--- config.mk ---
export PLATFORM = sky130hd
export DESIGN_NAME = sjis_euc_transcoder_flat
export DESIGN_NICKNAME = d
export VERILOG_FILES = /design/src/rtl/sjet_pkg.sv /design/src/rtl/sjet_in_if.sv /design/src/rtl/sjet_out_if.sv /design/src/rtl/sjis_euc_transcoder.sv /design/src/flat_wrapper.sv
export SDC_FILE = /design/constraint.sdc
export NUM_CORES = 1
export LEC_CHECK = 0
export BUFFER_PORTS_ARGS = -buffer_cell sky130_fd_sc_hd__buf_2
export CORE_MARGIN = 5
export CORE_UTILIZATION = 50
export CTS_CLUSTER_SIZE = 25
export DETAILED_ROUTE_END_ITERATION = 10
export PLACE_DENSITY = 0.68
export SLEW_MARGIN = 0
export SYNTH_ARGS = -nofsm -noshare
export SYNTH_HDL_FRONTEND = slang
export SYNTH_SLANG_ARGS = --single-unit
--- constraint.sdc ---
create_clock -name clk -period 3.9 [get_ports clk]
set_clock_uncertainty 0.2 [all_clocks]
set_input_delay 0.585 -clock clk [delete_from_list [all_inputs] [get_ports clk]]
set_output_delay 0.585 -clock clk [all_outputs]
set_load 0.02 [all_outputs]
--- src/rtl/sjet_pkg.sv ---
`timescale 1ns / 1ps

package sjet_pkg;

	// direction register codes
	localparam logic DIR_SJIS_TO_EUC = 1'b0;
	localparam logic DIR_EUC_TO_SJIS = 1'b1;

	localparam logic [7:0] SPACE_BYTE = 8'h20;
	localparam logic [7:0] HIGH_BIT   = 8'h80;

	// bytes produced by one input transaction
	typedef struct packed {
		logic       present;
		logic       two;
		logic [7:0] byte0;
		logic [7:0] byte1;
	} res_t;

	// shift-jis lead byte ranges
	function automatic logic is_sjis_lead(input logic [7:0] c);
		return (c >= 8'h81 && c <= 8'h9f) || c >= 8'he0;
	endfunction

	// shift-jis pair to jis pair, 8-bit wrapping
	function automatic logic [15:0] sjis_to_jis(input logic [7:0] hi, input logic [7:0] lo);
		logic [7:0] h;
		logic [7:0] l;
		h = (hi <= 8'h9f) ? hi - 8'h70 : hi - 8'hb0;
		h = {h[6:0], 1'b0};
		if (lo >= 8'h9f) begin
			l = lo - 8'h7e;
		end else begin
			h = h - 8'h01;
			l = (lo >= 8'h80) ? lo - 8'h20 : lo - 8'h1f;
		end
		return {h, l};
	endfunction

	// jis pair (7-bit bytes) to shift-jis pair, 8-bit wrapping
	function automatic logic [15:0] jis_to_sjis(input logic [7:0] hi, input logic [7:0] lo);
		logic [7:0] h;
		logic [7:0] l;
		logic [7:0] d;
		l = hi[0] ? lo + 8'h1f : lo + 8'h7d;
		if (l >= 8'h7f) begin
			l = l + 8'h01;
		end
		if (hi >= 8'h5f) begin
			d = hi - 8'h5f;
			h = {1'b0, d[7:1]} + 8'he0;
		end else begin
			d = hi - 8'h21;
			h = {1'b0, d[7:1]} + 8'h81;
		end
		return {h, l};
	endfunction

	// output bytes for one byte given the held state seen at its acceptance
	function automatic res_t convert(input logic dir, input logic hv, input logic [7:0] hb,
			input logic [7:0] b, input logic fin);
		res_t r;
		logic [15:0] p;
		r = '{present: 1'b1, two: 1'b0, byte0: b, byte1: b};
		if (dir == DIR_SJIS_TO_EUC) begin
			p = sjis_to_jis(hb, b);
			if (hv) begin
				r.two   = 1'b1;
				r.byte0 = p[15:8] | HIGH_BIT;
				r.byte1 = p[7:0] | HIGH_BIT;
			end else if (is_sjis_lead(b)) begin
				r.present = fin;
				r.byte0   = SPACE_BYTE;
			end
		end else begin
			p = jis_to_sjis(hb & 8'h7f, b & 8'h7f);
			if (hv) begin
				r.two = 1'b1;
				if (b[7]) begin
					r.byte0 = p[15:8];
					r.byte1 = p[7:0];
				end else begin
					r.byte0 = hb;
					r.byte1 = b;
				end
			end else if (b[7] && !fin) begin
				r.present = 1'b0;
			end
		end
		return r;
	endfunction

endpackage

--- src/rtl/sjet_in_if.sv ---
`timescale 1ns / 1ps

interface sjet_in_if;
	logic       valid;
	logic       ready;
	logic [7:0] in_byte;
	logic       in_end;

	modport source (output valid, output in_byte, output in_end, input ready);
	modport sink (input valid, input in_byte, input in_end, output ready);
endinterface

--- src/rtl/sjet_out_if.sv ---
`timescale 1ns / 1ps

interface sjet_out_if;
	logic       valid;
	logic       ready;
	logic [7:0] out_byte;
	logic       run_last;
	logic       string_end;

	modport source (output valid, output out_byte, output run_last, output string_end,
		input ready);
	modport sink (input valid, input out_byte, input run_last, input string_end,
		output ready);
endinterface

--- src/rtl/sjis_euc_transcoder.sv ---
`timescale 1ns / 1ps

// channel    dir   payload                          handshake
// in_ch      in    in_byte[7:0], in_end             valid/ready
// out_ch     out   out_byte[7:0], run_last, string_end  valid/ready
// cfg        in    cfg_wdata (direction)            cfg_we, no wait
//
// one input transaction per cycle unless the output holds it back; its first output byte is offered
// after the input stage, from the result register; a converted pair leaves byte0 then byte1,
// and the result register holds it until byte1 is taken, so the output port sets the byte rate
// arst_n clears the held lead byte, the pipeline valids and direction
// a stalled output holds its byte and backs up through the input stage to in_ch.ready
module sjis_euc_transcoder (
	input  logic               clk,
	input  logic               arst_n,
	input  logic               cfg_we,
	input  logic               cfg_wdata,
	sjet_in_if.sink            in_ch,
	sjet_out_if.source         out_ch
);

	logic       direction_q;
	logic       held_valid_q;
	logic [7:0] held_byte_q;

	logic       valid_s1;
	logic [7:0] byte_s1;
	logic       end_s1;
	logic       hv_s1;
	logic [7:0] hb_s1;

	logic       valid_s2;
	logic       two_s2;
	logic       end_s2;
	logic [7:0] byte0_s2;
	logic [7:0] byte1_s2;
	logic       sel_q;

	logic       in_fire;
	logic       out_fire;
	logic       last_out;
	logic       s2_free;
	logic       advance;
	logic       next_hold;
	sjet_pkg::res_t res;

	// handshakes
	assign last_out = !two_s2 || sel_q;
	assign out_fire = valid_s2 && out_ch.ready;
	assign s2_free  = !valid_s2 || (out_fire && last_out);
	assign advance  = valid_s1 && s2_free;
	assign in_ch.ready = !valid_s1 || s2_free;
	assign in_fire  = in_ch.valid && in_ch.ready;

	// whether the accepted byte waits for its partner
	always_comb begin
		if (direction_q == sjet_pkg::DIR_SJIS_TO_EUC) begin
			next_hold = !held_valid_q && sjet_pkg::is_sjis_lead(in_ch.in_byte) && !in_ch.in_end;
		end else begin
			next_hold = !held_valid_q && in_ch.in_byte[7] && !in_ch.in_end;
		end
	end

	// configuration register
	always_ff @(posedge clk or negedge arst_n) begin
		if (!arst_n) begin
			direction_q <= sjet_pkg::DIR_SJIS_TO_EUC;
		end else if (cfg_we) begin
			direction_q <= cfg_wdata;
		end
	end

	// held byte state, updated as each transaction is accepted
	always_ff @(posedge clk or negedge arst_n) begin
		if (!arst_n) begin
			held_valid_q <= 1'b0;
			held_byte_q  <= 8'h00;
		end else if (in_fire) begin
			held_valid_q <= next_hold;
			held_byte_q  <= next_hold ? in_ch.in_byte : 8'h00;
		end
	end

	// input stage
	always_ff @(posedge clk or negedge arst_n) begin
		if (!arst_n) begin
			valid_s1 <= 1'b0;
		end else if (in_fire) begin
			valid_s1 <= 1'b1;
		end else if (advance) begin
			valid_s1 <= 1'b0;
		end
	end

	always_ff @(posedge clk) begin
		if (in_fire) begin
			byte_s1 <= in_ch.in_byte;
			end_s1  <= in_ch.in_end;
			hv_s1   <= held_valid_q;
			hb_s1   <= held_byte_q;
		end
	end

	// conversion
	assign res = sjet_pkg::convert(direction_q, hv_s1, hb_s1, byte_s1, end_s1);

	// result register
	always_ff @(posedge clk or negedge arst_n) begin
		if (!arst_n) begin
			valid_s2 <= 1'b0;
			sel_q    <= 1'b0;
		end else if (advance) begin
			valid_s2 <= res.present;
			sel_q    <= 1'b0;
		end else if (out_fire) begin
			if (last_out) begin
				valid_s2 <= 1'b0;
				sel_q    <= 1'b0;
			end else begin
				sel_q <= 1'b1;
			end
		end
	end

	always_ff @(posedge clk) begin
		if (advance) begin
			two_s2   <= res.two;
			end_s2   <= end_s1;
			byte0_s2 <= res.byte0;
			byte1_s2 <= res.byte1;
		end
	end

	// output port
	assign out_ch.valid      = valid_s2;
	assign out_ch.out_byte   = sel_q ? byte1_s2 : byte0_s2;
	assign out_ch.run_last   = last_out;
	assign out_ch.string_end = last_out && end_s2;

endmodule
--- src/flat_wrapper.sv ---
// flat-port wrapper written by rule: the top's interface ports become plain ports
module sjis_euc_transcoder_flat 
  (clk, arst_n, cfg_we, cfg_wdata, in_ch_valid, in_ch_in_byte, in_ch_in_end, in_ch_ready, out_ch_valid, out_ch_out_byte, out_ch_run_last, out_ch_string_end, out_ch_ready);
  sjet_in_if in_ch_i ();
  sjet_out_if out_ch_i ();
  input  logic clk;
  input  logic arst_n;
  input  logic cfg_we;
  input  logic cfg_wdata;
  input wire logic [$bits(in_ch_i.valid)-1:0] in_ch_valid;
  input wire logic [$bits(in_ch_i.in_byte)-1:0] in_ch_in_byte;
  input wire logic [$bits(in_ch_i.in_end)-1:0] in_ch_in_end;
  output wire logic [$bits(in_ch_i.ready)-1:0] in_ch_ready;
  output wire logic [$bits(out_ch_i.valid)-1:0] out_ch_valid;
  output wire logic [$bits(out_ch_i.out_byte)-1:0] out_ch_out_byte;
  output wire logic [$bits(out_ch_i.run_last)-1:0] out_ch_run_last;
  output wire logic [$bits(out_ch_i.string_end)-1:0] out_ch_string_end;
  input wire logic [$bits(out_ch_i.ready)-1:0] out_ch_ready;
  assign in_ch_i.valid = in_ch_valid;
  assign in_ch_i.in_byte = in_ch_in_byte;
  assign in_ch_i.in_end = in_ch_in_end;
  assign in_ch_ready = in_ch_i.ready;
  assign out_ch_valid = out_ch_i.valid;
  assign out_ch_out_byte = out_ch_i.out_byte;
  assign out_ch_run_last = out_ch_i.run_last;
  assign out_ch_string_end = out_ch_i.string_end;
  assign out_ch_i.ready = out_ch_ready;
  sjis_euc_transcoder u_core (.clk(clk), .arst_n(arst_n), .cfg_we(cfg_we), .cfg_wdata(cfg_wdata), .in_ch(in_ch_i), .out_ch(out_ch_i));
endmodule
# Yosys cells after proc, flatten, opt, wreduce, memory -nomap -nowiden
# Cells that the tools add are included.
dict set report totals {
  reg_bits 49
  input_bits 15
  out_inout_bits 12
  elab_cells 94
}
dict set report classes {
  add_sub_neg 13
  magnitude_cmp 11
  n_mux 29
  reduce_logical 27
}
# operator n
set op_table {}
lappend op_table {{$mux 8} 8}
lappend op_table {{$ge 8x8->1 const B} 6}
lappend op_table {{$le 8x8->1 const B} 3}
lappend op_table {{$mux 7} 3}
lappend op_table {{$mux 18} 1}
lappend op_table {{$mux 17} 1}
lappend op_table {{$add 7x8->8 const B} 2}
lappend op_table {{$mux 16} 1}
lappend op_table {{$mux 1} 14}
lappend op_table {{$logic_and 1x1->1} 12}
lappend op_table {{$sub 6x6->6 const B} 2}
lappend op_table {{$add 7x5->8 const B} 1}
lappend op_table {{$add 7x7->8 const B} 1}
lappend op_table {{$add 8x1->8 const B} 1}
lappend op_table {{$ge 8x7->1 const B} 1}
lappend op_table {{$sub 7x6->8 const B} 1}
lappend op_table {{$sub 7x7->8 const B} 1}
lappend op_table {{$ge 7x7->1 const B} 1}
lappend op_table {{$sub 7x1->7 const B} 1}
lappend op_table {{$sub 7x5->7 const B} 1}
lappend op_table {{$sub 7x6->7 const B} 1}
lappend op_table {{$sub 7x7->7 const B} 1}
lappend op_table {{$logic_not 1->1} 6}
lappend op_table {{$mux 6} 1}
lappend op_table {{3 further kinds} 9}

# Logic depth before layout (Yosys ltp)
dict set report logic_depth {
  word_depth 8
  ltp_mapped 10
  mapped_depth_nobuf 8
}

# Worst setup path before layout
# No wires, ideal clock.
dict set report synth_path {
  path_type {register -> register}
  startpoint {reg u_core.byte_s1[0]}
  endpoint {reg u_core.byte1_s2[4] (data pin)}
  setup_ns 0.265
  t_arrival_ns 2.765
  required_ns 3.435
  setup_slack_ns 0.670
  stages_incl_launch_ff 7
  path_buffers 0
  period_less_slack_ns 3.230
  path_cell_list {edfxtp_1 > fa_1 > or4_1 > a221oi_4 > a22oi_2 > mux2_1 > or3_1}
}
# item line_no
set synth_rtl {}
lappend synth_rtl {{start: declaration} sjis_euc_transcoder.sv:27} ;# logic [7:0] byte_s1;
lappend synth_rtl {{start signal: assignment} sjis_euc_transcoder.sv:97} ;# byte_s1 <= in_ch.in_byte;
lappend synth_rtl {{end signal: assignment} sjis_euc_transcoder.sv:130} ;# byte1_s2 <= res.byte1;
lappend synth_rtl {{end: declaration} sjis_euc_transcoder.sv:36} ;# logic [7:0] byte1_s2;

==> results.sh <==
export IMPL_status="finished clean"
export IMPL_port_buffers=26
export IMPL_holdBufCountCts=1
export IMPL_grt_overflow_total=0
export IMPL_worstMarginPinSlew_ns=0.956
export IMPL_tns_ns=0
export IMPL_routedWlPerCell_um=17.7
export IMPL_cts_max_level=2
export IMPL_drc=0
export IMPL_worstRegToRegCells=6
export IMPL_fmax_mhz=290
export IMPL_critPathMaxFanout=8
export IMPL_globalplace_congestion=0.931
export IMPL_ant_nets=0
export IMPL_worstSetupEndpointType="flip-flop"
export IMPL_grt_total_usage=0.205
export IMPL_core_um2=7210
export IMPL_io_pins=27
export IMPL_setup_violations=0
export IMPL_cts_setup_buffers=0
export IMPL_clkLatencyLatePin_ns=0.31
export IMPL_synth_enable_flop_cells=36
export IMPL_critPathLaunchType="flip-flop"
export IMPL_pre_cts_ws_ns=0.479
export IMPL_arrival_ns=3.31
export IMPL_endpoint="u_core.byte1_s2[4]$_DFFE_PP_"
export IMPL_yosys_top_cells_count="edfxtp_1, nand2_1, nor2_1, clkbuf_1, a21oi_1"
export IMPL_rr_endpoint="u_core.byte1_s2[4]$_DFFE_PP_"
export IMPL_ctsResizeCount=0
export IMPL_crit_path_start="u_core.byte_s1[0]$_DFFE_PP_"
export IMPL_path_class="reg2reg"
export IMPL_syn_num_nets=422
export IMPL_hold_viol=0
export IMPL_fin_util=0.560
export IMPL_grt_max_degree=31
export IMPL_hpwl_mm=6.77
export IMPL_drive_gt1_frac=0.174
export IMPL_area_growth_syn_to_layout_pct=10.0
export IMPL_diodes=0
export IMPL_routed_wirelength_mm=9.02
export IMPL_synth_ff_type="edfxtp_1"
export IMPL_rsz0062_at_grt="no"
export IMPL_synth_distinct_cells=70
export IMPL_clkPwrFrac=0.187
export IMPL_place_area_um2=3910
export IMPL_switchingPower_uw=811
export IMPL_design_area_um2=4040
export IMPL_p_seq_frac=0.388
export IMPL_grt_pass1_wl_mm=14.4
export IMPL_numCtsBuffers=5
export IMPL_regToRegStartpoint="u_core.byte_s1[0]$_DFFE_PP_"
export IMPL_fin_nets=442
export IMPL_clockBufferDepth=2
export IMPL_reg2reg_slack_ns=0.45
export IMPL_fp_row_count=31
export IMPL_die_x_um=95.7
export IMPL_cts_num_sinks=49
export IMPL_seq_area_frac_synth=0.383
export IMPL_hold_class="reg2reg"
export IMPL_drv_slew=0
export IMPL_die_y_um=95.7
export IMPL_yosys_area_top_type_share=0.294
export IMPL_drv_cap=0
export IMPL_p_comb_frac=0.425
export IMPL_yosysMostFrequentCell="edfxtp_1"
export IMPL_antenna_found_initial=0
export IMPL_p_leak_uw=0.00158
export IMPL_fin_crit_ns=3.45
export IMPL_cts_tree="built"
export IMPL_p_sw_frac=0.395
export IMPL_p_int_uw=1240
export IMPL_drtPass1Iterations=5
export IMPL_dr_first_iter_drc_count=465
export IMPL_async_flop_share=0.265
export IMPL_syn_inst=388
export IMPL_yosysTopAreaCell="edfxtp_1"
export IMPL_first_global_vias=2833
export IMPL_start_util=0.509
export IMPL_clk_pin_slew_worst_paths_ns=0.10
export IMPL_vias=3154
export IMPL_fin_crit_sh=0.885
export IMPL_dieArea_um2=9160
export IMPL_power_density_nw_per_um2=507
export IMPL_slew_headroom=0.357
export IMPL_avgSynthCellArea_um2=9.47
export IMPL_nFillCells=656
export IMPL_synth_seq_cells=49
export IMPL_vias_per_cell=6.21
export IMPL_cts_root_buf="clkbuf_8"
export IMPL_yosys_top_cells_area="edfxtp_1, dfrtp_1, ha_1"
export IMPL_vdd_drop_max_mv=0.302
export IMPL_fin_ws_ns=0.449
export IMPL_critPathRequiredTime_ns=3.76
export IMPL_syn_area_um2=3670
export IMPL_yosysWarnings=0
layout make-up:
class,count,area [um^2],area share
Multi-Input combinational cell,294,2090,0.516
Sequential cell,49,1410,0.348
Timing Repair Buffer,40,238,0.0588
Tap cell,99,124,0.0307
Clock buffer,5,68.8,0.0170
Inverter,18,67.6,0.0167
Clock inverter,3,50.0,0.0124
worst max-delay path: stages, from the launching register on:
cell and delay [ns]:
edfxtp_1 0.56, fa_1 0.59, or4_1 0.61, a221oi_4 0.44, a22oi_2 0.13, mux2_1 0.33, or3_1 0.34
cells in the final DEF (no fill, tap or decap), types with 3 or more instances in the layout:
cell / synthesis / layout
mux2i_1: 4 / 4
a22o_1: 8 / 8
o21ai_1: 3 / 3
ha_1: 18 / 18
nand4_1: 4 / 4
a21o_1: 5 / 5
or2_2: 3 / 3
and3_1: 6 / 6
xor2_1: 5 / 5
clkbuf_8: 0 / 5
nand3_1: 19 / 19
a211oi_1: 4 / 4
buf_4: 0 / 13
nor2_1: 24 / 24
nand2_1: 31 / 31
xnor2_1: 16 / 16
o22ai_1: 3 / 3
nor3_1: 13 / 13
or3_1: 7 / 7
buf_2: 3 / 26
mux2_2: 10 / 10
o21ai_0: 12 / 12
and2_1: 6 / 6
nor4_1: 4 / 4
a21oi_1: 20 / 20
dfrtp_1: 13 / 13
inv_1: 17 / 17
o221ai_1: 5 / 5
nand2b_1: 5 / 5
edfxtp_1: 36 / 36
o211ai_1: 12 / 12
state kept, by name, indices dropped and copies added (netlist names):
signal,flops
u_core.sel_q,1
u_core.hv_s1,1
u_core.end_s2,1
u_core.two_s2,1
u_core.byte_s1,8
u_core.direction_q,1
u_core.byte1_s2,8
u_core.valid_s1,1
u_core.out_ch.valid,1
u_core.byte0_s2,8
u_core.held_byte_q,8
u_core.end_s1,1
u_core.held_valid_q,1
u_core.hb_s1,8
through the flow:
step           instances  total power [uW]  hold WS, ns
4_1_cts              508              2050        0.256
5_1_grt              508              2170        0.260
3_5_place_dp         499              1670        0.239
6_report             508              2050        0.262
2_1_floorplan        388              1430       0.0894
3_3_place_gp         499              1650        0.238
cell families (layout without fill, tap and decap cells):
logic type / Yosys count / in the layout / share of synthesized area
mux: 15 / 15 / 0.0446
compound gates: 101 / 101 / 0.207
buf+inv: 45 / 66 / 0.0490
flops: 49 / 49 / 0.383
simple gates: 137 / 137 / 0.197
fa+ha+maj: 20 / 20 / 0.0695
xor+xnor: 21 / 21 / 0.0501
worst min-delay path by stage:
stage | slack, ns | start | depth (start not counted) | endpoint
floorplan | 0.09 | arst_n | 0 | u_core.direction_q$_DFFE_PN0P_
global placement | 0.24 | u_core.end_s1$_DFFE_PP_ | 0 | u_core.end_s2$_DFFE_PP_
detailed placement | 0.24 | u_core.held_byte_q[6]$_DFFE_PN0P_ | 0 | u_core.hb_s1[6]$_DFFE_PP_
CTS | 0.26 | cfg_we | 2 | u_core.direction_q$_DFFE_PN0P_
global route | 0.26 | in_ch_in_end | 1 | u_core.end_s1$_DFFE_PP_
finish | 0.26 | u_core.held_byte_q[3]$_DFFE_PN0P_ | 0 | u_core.hb_s1[3]$_DFFE_PP_
per-layer routing:
| layer | part of all wire | routed length (um) | global-route usage |
|---|---|---|---|
| met5 | 0 | 0 | 0 |
| met4 | 0.0072 | 65 | 0.0367 |
| met2 | 0.47 | 4260 | 0.335 |
| met3 | 0.069 | 623 | 0.0305 |
| met1 | 0.45 | 4070 | 0.293 |
power groups by stage:
stage | registers (uW) | clock network, uW | logic, uW
floorplan | 748 | 0 | 679
global placement | 802 | 0 | 850
detailed placement | 808 | 0 | 864
CTS | 796 | 389 | 869
global route | 809 | 412 | 950
finish | 796 | 383 | 871
Note: power is estimated with default switching activity, not from simulation.
